<file path="src/hdl/rgb_macro_line_parser_macros.svh">
// Assertion macros shared by the RGB macro line parser modules.
`ifndef RGB_MACRO_LINE_PARSER_MACROS_SVH
`define RGB_MACRO_LINE_PARSER_MACROS_SVH

// Same-cycle implication, checked on every rising edge outside reset.
`define RMLP_ASSERT_NOW(lbl, ante, cons) \
    lbl: assert property (@(posedge clk) disable iff (!rst_n) (ante) |-> (cons)) \
        else $error("rmlp assertion failed");

// Next-cycle implication, checked on every rising edge outside reset.
`define RMLP_ASSERT_NEXT(lbl, ante, cons) \
    lbl: assert property (@(posedge clk) disable iff (!rst_n) (ante) |=> (cons)) \
        else $error("rmlp assertion failed");

`endif

</file>
<file path="src/hdl/rmlp_pkg.sv">
// Shared types and constants for the RGB macro line parser.
package rmlp_pkg;

    // Default depth of the queue between the classifier and the executor.
    localparam int QUEUE_DEPTH_DEF = 4;

    // One classified text byte as it travels from the front to the back.
    typedef struct packed {
        logic       newline;
        logic       semicolon;
        logic       dollar;
        logic       dec_digit;
        logic       hex_digit;
        logic [3:0] digit;
        logic       letter_r;
        logic       letter_g;
        logic       letter_b;
        logic       last;
    } beat_t;

endpackage

</file>
<file path="src/hdl/rmlp_front.sv">
// Front end: accept text bytes and classify them into beats.
module rmlp_front
    import rmlp_pkg::*;
(
    input  logic       clk,
    input  logic       rst_n,
    input  logic       in_valid,
    output logic       in_stall,
    input  logic [7:0] text_byte,
    input  logic       last_byte,
    output logic       beat_valid,
    input  logic       beat_stall,
    output beat_t      beat
);

    logic       valid_reg;
    logic       valid_next;
    beat_t      beat_reg;
    beat_t      class_next;
    logic [7:0] upper;
    logic       accept;

    always_comb
    begin
        upper = ((text_byte >= 8'h61) && (text_byte <= 8'h7A)) ? (text_byte - 8'd32)
                                                              : text_byte;
        class_next.newline   = (text_byte == 8'h0A);
        class_next.semicolon = (text_byte == 8'h3B);
        class_next.dollar    = (text_byte == 8'h24);
        class_next.dec_digit = (text_byte >= 8'h30) && (text_byte <= 8'h39);
        class_next.hex_digit = class_next.dec_digit ||
                               ((upper >= 8'h41) && (upper <= 8'h46));
        // letters a-f and A-F share a low nibble of 1..6
        class_next.digit     = class_next.dec_digit ? text_byte[3:0]
                                                    : (text_byte[3:0] + 4'd9);
        class_next.letter_r  = (upper == 8'h52);
        class_next.letter_g  = (upper == 8'h47);
        class_next.letter_b  = (upper == 8'h42);
        class_next.last      = last_byte;
    end

    assign in_stall   = valid_reg && beat_stall;
    assign accept     = in_valid && !in_stall;
    assign valid_next = accept ? 1'b1 : (valid_reg && beat_stall);

    always_ff @(posedge clk or negedge rst_n)
    begin
        if (!rst_n)
        begin
            valid_reg <= 1'b0;
        end
        else
        begin
            valid_reg <= valid_next;
        end
    end

    always_ff @(posedge clk)
    begin
        if (accept)
        begin
            beat_reg <= class_next;
        end
    end

    assign beat_valid = valid_reg;
    assign beat       = beat_reg;

endmodule

</file>
<file path="src/hdl/rmlp_queue.sv">
// Short beat queue that decouples the classifier from the executor.
module rmlp_queue
    import rmlp_pkg::*;
#(
    parameter int DEPTH = QUEUE_DEPTH_DEF
)
(
    input  logic  clk,
    input  logic  rst_n,
    input  logic  push_valid,
    output logic  push_stall,
    input  beat_t push_beat,
    output logic  pop_valid,
    input  logic  pop_take,
    output beat_t pop_beat
);

    `include "rgb_macro_line_parser_macros.svh"

    localparam int PW = (DEPTH > 1) ? $clog2(DEPTH) : 1;
    localparam int CW = $clog2(DEPTH + 1);

    beat_t         store_reg [DEPTH];
    logic [PW-1:0] wr_ptr_reg;
    logic [PW-1:0] wr_ptr_next;
    logic [PW-1:0] rd_ptr_reg;
    logic [PW-1:0] rd_ptr_next;
    logic [CW-1:0] count_reg;
    logic [CW-1:0] count_next;
    logic          push;
    logic          pop;

    assign push_stall = (count_reg == CW'(DEPTH));
    assign pop_valid  = (count_reg != '0);
    assign push       = push_valid && !push_stall;
    assign pop        = pop_take && pop_valid;
    assign pop_beat   = store_reg[rd_ptr_reg];

    always_comb
    begin
        wr_ptr_next = wr_ptr_reg;
        rd_ptr_next = rd_ptr_reg;
        count_next  = count_reg;
        if (push)
        begin
            wr_ptr_next = (wr_ptr_reg == PW'(DEPTH - 1)) ? '0 : (wr_ptr_reg + 1'b1);
        end
        if (pop)
        begin
            rd_ptr_next = (rd_ptr_reg == PW'(DEPTH - 1)) ? '0 : (rd_ptr_reg + 1'b1);
        end
        if (push && !pop)
        begin
            count_next = count_reg + 1'b1;
        end
        else if (pop && !push)
        begin
            count_next = count_reg - 1'b1;
        end
    end

    always_ff @(posedge clk or negedge rst_n)
    begin
        if (!rst_n)
        begin
            wr_ptr_reg <= '0;
            rd_ptr_reg <= '0;
            count_reg  <= '0;
        end
        else
        begin
            wr_ptr_reg <= wr_ptr_next;
            rd_ptr_reg <= rd_ptr_next;
            count_reg  <= count_next;
        end
    end

    always_ff @(posedge clk)
    begin
        if (push)
        begin
            store_reg[wr_ptr_reg] <= push_beat;
        end
    end

    `RMLP_ASSERT_NOW(a_count_bound, 1'b1, count_reg <= CW'(DEPTH))
    `RMLP_ASSERT_NEXT(a_push_fills, push && !pop, count_reg == $past(count_reg) + 1'b1)
    `RMLP_ASSERT_NOW(a_ptr_gap, count_reg == '0, wr_ptr_reg == rd_ptr_reg)

endmodule

</file>
<file path="src/hdl/rmlp_exec.sv">
// Back end: run the line parser on classified beats and register results.
module rmlp_exec
    import rmlp_pkg::*;
(
    input  logic       clk,
    input  logic       rst_n,
    input  logic       beat_valid,
    output logic       beat_take,
    input  beat_t      beat,
    output logic       out_valid,
    input  logic       out_stall,
    output logic       color_valid,
    output logic [7:0] red,
    output logic [7:0] green,
    output logic [7:0] blue,
    output logic       end_of_text,
    output logic       any_found
);

    `include "rgb_macro_line_parser_macros.svh"

    localparam logic [1:0] MATCH_NONE = 2'd0;
    localparam logic [1:0] MATCH_R    = 2'd1;
    localparam logic [1:0] MATCH_RG   = 2'd2;

    localparam logic [1:0] NUM_NONE = 2'd0;
    localparam logic [1:0] NUM_DEC  = 2'd1;
    localparam logic [1:0] NUM_HEX  = 2'd2;

    localparam logic [1:0] CHANNELS = 2'd3;

    typedef struct packed {
        logic            in_comment;
        logic            token_found;
        logic [1:0]      match_stage;
        logic [1:0]      number_mode;
        logic            hex_has_digit;
        logic [4:0]      accumulator;
        logic [1:0]      value_count;
        logic [2:0][4:0] channel_values;
    } line_t;

    localparam line_t LINE_CLEAR = '0;

    function automatic logic [7:0] expand5(input logic [4:0] v);
        return {v, v[4:2]};
    endfunction

    // close the open number, keeping it if it holds a value
    function automatic line_t finish_number(input line_t s);
        line_t r;
        r = s;
        if (((s.number_mode == NUM_DEC) ||
             ((s.number_mode == NUM_HEX) && s.hex_has_digit)) &&
            (s.value_count < CHANNELS))
        begin
            r.channel_values[s.value_count] = s.accumulator;
            r.value_count = s.value_count + 1'b1;
        end
        r.number_mode   = NUM_NONE;
        r.hex_has_digit = 1'b0;
        r.accumulator   = '0;
        return r;
    endfunction

    function automatic line_t value_byte(input line_t s, input beat_t b);
        line_t r;
        logic  fresh;
        r     = s;
        fresh = 1'b1;
        unique case (s.number_mode)
            NUM_DEC:
            begin
                if (b.dec_digit)
                begin
                    // acc * 10 + d, modulo 32
                    r.accumulator = {s.accumulator[1:0], 3'b000} +
                                    {s.accumulator[3:0], 1'b0} + {1'b0, b.digit};
                    fresh = 1'b0;
                end
                else
                begin
                    r = finish_number(s);
                end
            end
            NUM_HEX:
            begin
                if (b.hex_digit)
                begin
                    r.accumulator   = {s.accumulator[0], b.digit};
                    r.hex_has_digit = 1'b1;
                    fresh = 1'b0;
                end
                else
                begin
                    r = finish_number(s);
                end
            end
            default:
            begin
                r.number_mode = NUM_NONE;
            end
        endcase
        if (fresh && (r.value_count < CHANNELS))
        begin
            if (b.dollar)
            begin
                r.number_mode   = NUM_HEX;
                r.accumulator   = '0;
                r.hex_has_digit = 1'b0;
            end
            else if (b.dec_digit)
            begin
                r.number_mode = NUM_DEC;
                r.accumulator = {1'b0, b.digit};
            end
        end
        return r;
    endfunction

    function automatic line_t match_byte(input line_t s, input beat_t b);
        line_t r;
        r = s;
        if ((s.match_stage == MATCH_R) && b.letter_g)
        begin
            r.match_stage = MATCH_RG;
        end
        else if ((s.match_stage == MATCH_RG) && b.letter_b)
        begin
            r.token_found = 1'b1;
            r.match_stage = MATCH_NONE;
        end
        else
        begin
            r.match_stage = b.letter_r ? MATCH_R : MATCH_NONE;
        end
        return r;
    endfunction

    line_t      line_reg;
    line_t      line_next;
    line_t      work;
    logic       seen_reg;
    logic       seen_next;
    logic       seen_now;
    logic       emit;
    logic       triple;
    logic       take;
    logic       out_valid_reg;
    logic       out_valid_next;
    logic       color_valid_reg;
    logic [7:0] red_reg;
    logic [7:0] green_reg;
    logic [7:0] blue_reg;
    logic       end_of_text_reg;
    logic       any_found_reg;

    always_comb
    begin
        work = line_reg;
        if (!beat.newline)
        begin
            if (line_reg.in_comment)
            begin
                work = line_reg;
            end
            else if (beat.semicolon)
            begin
                if (line_reg.token_found && (line_reg.value_count < CHANNELS))
                begin
                    work = finish_number(line_reg);
                end
                work.in_comment = 1'b1;
            end
            else if (!line_reg.token_found)
            begin
                work = match_byte(line_reg, beat);
            end
            else if (line_reg.value_count < CHANNELS)
            begin
                work = value_byte(line_reg, beat);
            end
        end

        triple    = 1'b0;
        emit      = 1'b0;
        seen_now  = seen_reg;
        seen_next = seen_reg;
        line_next = work;
        if (beat.newline || beat.last)
        begin
            if (work.token_found && (work.value_count < CHANNELS))
            begin
                work = finish_number(work);
            end
            triple    = (work.value_count == CHANNELS);
            seen_now  = seen_reg || triple;
            seen_next = seen_now && !beat.last;
            emit      = triple || beat.last;
            line_next = LINE_CLEAR;
        end
    end

    // take beats that give no result even while the output register is full
    assign take = beat_valid && (!emit || !out_valid_reg || !out_stall);
    assign beat_take = take;
    assign out_valid_next = (take && emit) ? 1'b1 : (out_valid_reg && out_stall);

    always_ff @(posedge clk or negedge rst_n)
    begin
        if (!rst_n)
        begin
            line_reg      <= LINE_CLEAR;
            seen_reg      <= 1'b0;
            out_valid_reg <= 1'b0;
        end
        else
        begin
            out_valid_reg <= out_valid_next;
            if (take)
            begin
                line_reg <= line_next;
                seen_reg <= seen_next;
            end
        end
    end

    always_ff @(posedge clk)
    begin
        if (take && emit)
        begin
            color_valid_reg <= triple;
            red_reg         <= triple ? expand5(work.channel_values[0]) : 8'd0;
            green_reg       <= triple ? expand5(work.channel_values[1]) : 8'd0;
            blue_reg        <= triple ? expand5(work.channel_values[2]) : 8'd0;
            end_of_text_reg <= beat.last;
            any_found_reg   <= seen_now;
        end
    end

    assign out_valid   = out_valid_reg;
    assign color_valid = color_valid_reg;
    assign red         = red_reg;
    assign green       = green_reg;
    assign blue        = blue_reg;
    assign end_of_text = end_of_text_reg;
    assign any_found   = any_found_reg;

    `RMLP_ASSERT_NOW(a_blank_is_final, out_valid_reg && !color_valid_reg, end_of_text_reg)
    `RMLP_ASSERT_NOW(a_colour_counts, out_valid_reg && color_valid_reg, any_found_reg)
    `RMLP_ASSERT_NOW(a_full_no_number, line_reg.value_count == CHANNELS,
        line_reg.number_mode == NUM_NONE)
    `RMLP_ASSERT_NEXT(a_final_clears, take && beat.last, !seen_reg && !line_reg.token_found)

endmodule

</file>
<file path="src/hdl/rgb_macro_line_parser.sv">
// Top level of the RGB macro line parser: front end, beat queue and executor.
//
// The parser takes palette source text one byte per beat and reports one
// colour for each line that holds the token RGB (any letter case) followed
// by three numbers, written in decimal or as $hex; everything from a
// semicolon to the end of the line is ignored, and each value keeps its low
// five bits before it is widened to eight by bit replication. A result beat
// leaves for every such line and always for the byte flagged last_byte, with
// color_valid low when that final line holds no colour; any_found tells
// whether the text has given at least one colour, and all state clears after
// the final byte. Throughput is one byte per clock while nothing stalls: the
// classifier registers each byte as a beat, the queue holds up to QUEUE_DEPTH
// beats, and the executor updates its line state once per beat. An accepted
// byte is registered as a beat in the front end, then written into the queue
// store, then into the result register. The queue lets the front keep taking
// bytes while out_stall holds a result back, and bytes that give no result keep
// draining the queue even while a finished result waits to be taken.
module rgb_macro_line_parser
    import rmlp_pkg::*;
#(
    parameter int QUEUE_DEPTH = QUEUE_DEPTH_DEF
)
(
    input  logic       clk,
    input  logic       rst_n,
    input  logic       in_valid,
    output logic       in_stall,
    input  logic [7:0] text_byte,
    input  logic       last_byte,
    output logic       out_valid,
    input  logic       out_stall,
    output logic       color_valid,
    output logic [7:0] red,
    output logic [7:0] green,
    output logic [7:0] blue,
    output logic       end_of_text,
    output logic       any_found
);

    // classified beat from the front end into the queue
    logic  front_valid;
    logic  front_stall;
    beat_t front_beat;

    // queue head towards the executor
    logic  head_valid;
    logic  head_take;
    beat_t head_beat;

    rmlp_front u_front
    (
        .clk        (clk),
        .rst_n      (rst_n),
        .in_valid   (in_valid),
        .in_stall   (in_stall),
        .text_byte  (text_byte),
        .last_byte  (last_byte),
        .beat_valid (front_valid),
        .beat_stall (front_stall),
        .beat       (front_beat)
    );

    rmlp_queue #(
        .DEPTH (QUEUE_DEPTH)
    ) u_queue
    (
        .clk        (clk),
        .rst_n      (rst_n),
        .push_valid (front_valid),
        .push_stall (front_stall),
        .push_beat  (front_beat),
        .pop_valid  (head_valid),
        .pop_take   (head_take),
        .pop_beat   (head_beat)
    );

    rmlp_exec u_exec
    (
        .clk         (clk),
        .rst_n       (rst_n),
        .beat_valid  (head_valid),
        .beat_take   (head_take),
        .beat        (head_beat),
        .out_valid   (out_valid),
        .out_stall   (out_stall),
        .color_valid (color_valid),
        .red         (red),
        .green       (green),
        .blue        (blue),
        .end_of_text (end_of_text),
        .any_found   (any_found)
    );

endmodule

</file>
<file path="config.mk">
export PLATFORM = sky130hd
export DESIGN_NAME = rgb_macro_line_parser
export DESIGN_NICKNAME = d
export VERILOG_FILES = /design/src/hdl/rmlp_pkg.sv /design/src/hdl/rmlp_front.sv /design/src/hdl/rmlp_queue.sv /design/src/hdl/rmlp_exec.sv /design/src/hdl/rgb_macro_line_parser.sv
export VERILOG_INCLUDE_DIRS = /design/src /design/src/hdl
export SDC_FILE = /design/constraint.sdc
export NUM_CORES = 1
export LEC_CHECK = 0
export BUFFER_PORTS_ARGS = -buffer_cell sky130_fd_sc_hd__buf_2
export CAP_MARGIN = 20
export CORE_MARGIN = 4
export CORE_UTILIZATION = 45
export CTS_BUF_LIST = sky130_fd_sc_hd__clkbuf_2
export DETAILED_ROUTE_END_ITERATION = 8
export PLACE_DENSITY = 0.58
export SYNTH_ARGS = -nofsm -noshare
export SYNTH_HDL_FRONTEND = slang
export SYNTH_HIERARCHICAL = 1
export SYNTH_SLANG_ARGS = --single-unit
</file>
<file path="constraint.sdc">
create_clock -name clk -period 7.3 [get_ports clk]
set_clock_uncertainty 0.15 [all_clocks]
set_input_delay 0.365 -clock clk [delete_from_list [all_inputs] [get_ports clk]]
set_output_delay 0.365 -clock clk [all_outputs]
set_load 0.05 [all_outputs]
</file>
==> flow_metrics.env <==
export IMPL_outcome="finished, final reports clean"
export IMPL_critPathMaxFanout=17
export IMPL_setup_viol=0
export IMPL_fillers=1320
export IMPL_wl_per_cell_um=18.7
export IMPL_fin_ws_ns=1.45
export IMPL_syn_inst=593
export IMPL_synth_seq_cells=122
export IMPL_ctsHoldBuffers=17
export IMPL_rr_worst_depth=19
export IMPL_crit_path_max_incr_delay_ns=0.87
export IMPL_synth_edff_count=83
export IMPL_wl_met1_um=6370
export IMPL_rsz0062_at_grt="no"
export IMPL_cts_sink_count=122
export IMPL_power_density_nw_per_um2=339
export IMPL_viasPerCell=5.90
export IMPL_synthArstFlopShare=0.320
export IMPL_die_x_um=132
export IMPL_whs_ns=0.264
export IMPL_crit_family="simple AND/OR/NAND/NOR gates"
export IMPL_max_freq_mhz=171
export IMPL_antennaDiodeCount=0
export IMPL_slew_limit_headroom=0.328
export IMPL_post_cts_buffers=0
export IMPL_met3_length_um=862
export IMPL_num_nets_final=681
export IMPL_layout_drive_gt1_share=0.225
export IMPL_area_delta_synth_final_pct=9.63
export IMPL_place_gp_congestion=0.938
export IMPL_grt_first_pass_wirelength_um=25700
export IMPL_antenna_found_initial=0
export IMPL_setup_worst_path_start_class="flip-flop"
export IMPL_core_um2=15100
export IMPL_top_layer_used="met4"
export IMPL_layout_cells_most_common="edfxtp_1"
export IMPL_regArea_um2=3470
export IMPL_slew_viol_final=0
export IMPL_tns_ns=0
export IMPL_cts_resized=0
export IMPL_hold_path_end="u_front/beat_valid"
export IMPL_final_cell_mix="83 x edfxtp_1, 57 x nand2_1, 41 x buf_2, 39 x dfrtp_1, 34 x nor3_1"
export IMPL_drtPass1Iterations=5
export IMPL_hp_start="in_valid"
export IMPL_tightest_slew_ns=1.01
export IMPL_dieArea_um2=17400
export IMPL_yosysWarnings=6
export IMPL_reg2reg_from="u_queue/rd_ptr_reg[0]"
export IMPL_start_util=0.456
export IMPL_worstPathRequired_ns=7.76
export IMPL_seq_area_frac_synth=0.502
export IMPL_leakagePower_nw=2.74
export IMPL_portBuffers=41
export IMPL_worstSetupEndpointType="flip-flop"
export IMPL_rows=45
export IMPL_drtAntennaViolNets=0
export IMPL_r2r_slack_ns=1.45
export IMPL_htreeDepth=4
export IMPL_clock_latency_ns=0.66
export IMPL_synth_nets=634
export IMPL_avgSynthCellArea_um2=11.7
export IMPL_cpMaxStageDelayCell="or4b_1"
export IMPL_wirelength_um=15800
export IMPL_chipHeight_um=132
export IMPL_hold_class="in -> reg"
export IMPL_io_pins=42
export IMPL_crit_buf_inv=3
export IMPL_grt_max_degree=40
export IMPL_fin_crit_ns=5.85
export IMPL_hpwl_um=11100
export IMPL_clockBufferDepth=2
export IMPL_period_share=0.801
export IMPL_synth_area_um2=6910
export IMPL_grt_use_total=0.186
export IMPL_drc=0
export IMPL_worstHoldPathCells=3
export IMPL_largest_reg_flops=52
export IMPL_path_class="reg -> reg"
export IMPL_max_cap_viol_count=0
export IMPL_clk_pin_slew_worst_paths_ns=0.20
export IMPL_power_total_mw=2.57
export IMPL_grt_overflow=0
export IMPL_grt_pass1_vias=4954
export IMPL_cts_root_buffer="clkbuf_2"
export IMPL_worstPathCellList="buf_4, mux4_2, or4b_1, nor3_2, o21a_2, a221o_2, inv_1, ha_1, or3_1, mux2i_2, o21ai_2, o21a_1, nand2_4, ha_1, inv_1, fa_1, xor2_1, nor2_1, xor2_1"
export IMPL_timing_rr_end="u_queue/count_reg[2]"
export IMPL_cts_tree="done"
export IMPL_irDropWorstVdd_uv=155
export IMPL_wl_met2_um=8130
export IMPL_ys_flop_type="edfxtp_1"
export IMPL_drtIter0Drc=228
export IMPL_cts_buffers=17
export IMPL_place_ws_ns=1.50
export IMPL_ys_types=83
export IMPL_multi_input_area_um2=3120
export IMPL_critPathArrivalTime_ns=6.31
export IMPL_hold_violations=0
export IMPL_vias=4965
per-stage QoR:
| step | instances | util | cell area, µm² |
|---|---|---|---|
| floorplan | 593 | - | 6910 |
| global placement | 788 | 0.473 | 7160 |
| detailed placement | 789 | 0.473 | 7170 |
| CTS | 838 | 0.498 | 7540 |
| global route | 841 | 0.500 | 7580 |
| finish | 841 | 0.500 | 7580 |
synth_stat cells (8+ instances only):
cell type   n  area [µm²]
nor3_1     35         175
clkbuf_1   14        52.6
buf_4       9        67.6
nor3_2      9        90.1
ha_1       25         313
a22o_1     10        87.6
o21ai_0    18        90.1
edfxtp_1   83        2490
a21oi_1    31         155
nand2_1    57         214
nor2_1     23        86.3
and2_1     11        68.8
o21ai_1    26         130
buf_2       8        40.0
mux4_2     13         293
a22oi_1    21         158
dfrtp_1    39         976
inv_1      19        71.3
kinds of logic after synthesis:
group,synth area share
compound gates,0.172
simple gates,0.151
flops,0.502
xor+xnor,0.0114
mux,0.0621
buf+inv,0.0476
fa+ha+maj,0.0539
worst register-to-register path, cell delays in order, from the launching register on:
cell and delay (ns):
dfrtp_1 0.38, buf_4 0.29, mux4_2 0.62, or4b_1 0.87, nor3_2 0.31, o21a_2 0.23
a221o_2 0.26, inv_1 0.08, ha_1 0.31, or3_1 0.39, mux2i_2 0.31, o21ai_2 0.24
o21a_1 0.25, nand2_4 0.08, ha_1 0.18, inv_1 0.06, fa_1 0.38, xor2_1 0.17
nor2_1 0.11, xor2_1 0.15
per-layer routing:
layer	vias to the layer above	track usage
met2	164	0.329
met4	0	0.0677
met5	-	0
li1	2338	-
met1	2433	0.216
met3	30	0.0534
layout make-up:
class,instances,share of cell area
repair buffers,68,0.0619
well taps,188,0.0310
inverters,22,0.0109
flip-flops and latches,122,0.458
clock inverters,13,0.0139
multi-input cells,409,0.412
clock buffers,19,0.0125
where the power goes:
group / leakage [nW] / switching [mW] / internal (mW)
Clock: 0.113 / 0.252 / 0.121
Combinational: 1.31 / 0.849 / 0.356
Sequential: 1.31 / 0.0648 / 0.928
Total: 2.74 / 1.17 / 1.41
worst max path at each step:
stage,slack (ns),to,depth (start not counted),start
after CTS,1.46,u_queue/count_reg[2],19,u_queue/rd_ptr_reg[0]
after global routing,1.19,u_queue/count_reg[2],19,u_queue/rd_ptr_reg[0]
after global placement,1.49,u_exec/any_found,13,u_queue/rd_ptr_reg[0]
after floorplan,1.85,u_exec/any_found,14,u_queue/rd_ptr_reg[0]
after detailed placement,1.50,u_queue/count_reg[2],19,u_queue/rd_ptr_reg[0]
final,1.45,u_queue/count_reg[2],19,u_queue/rd_ptr_reg[0]
Power figures use the tool's default switching activity.
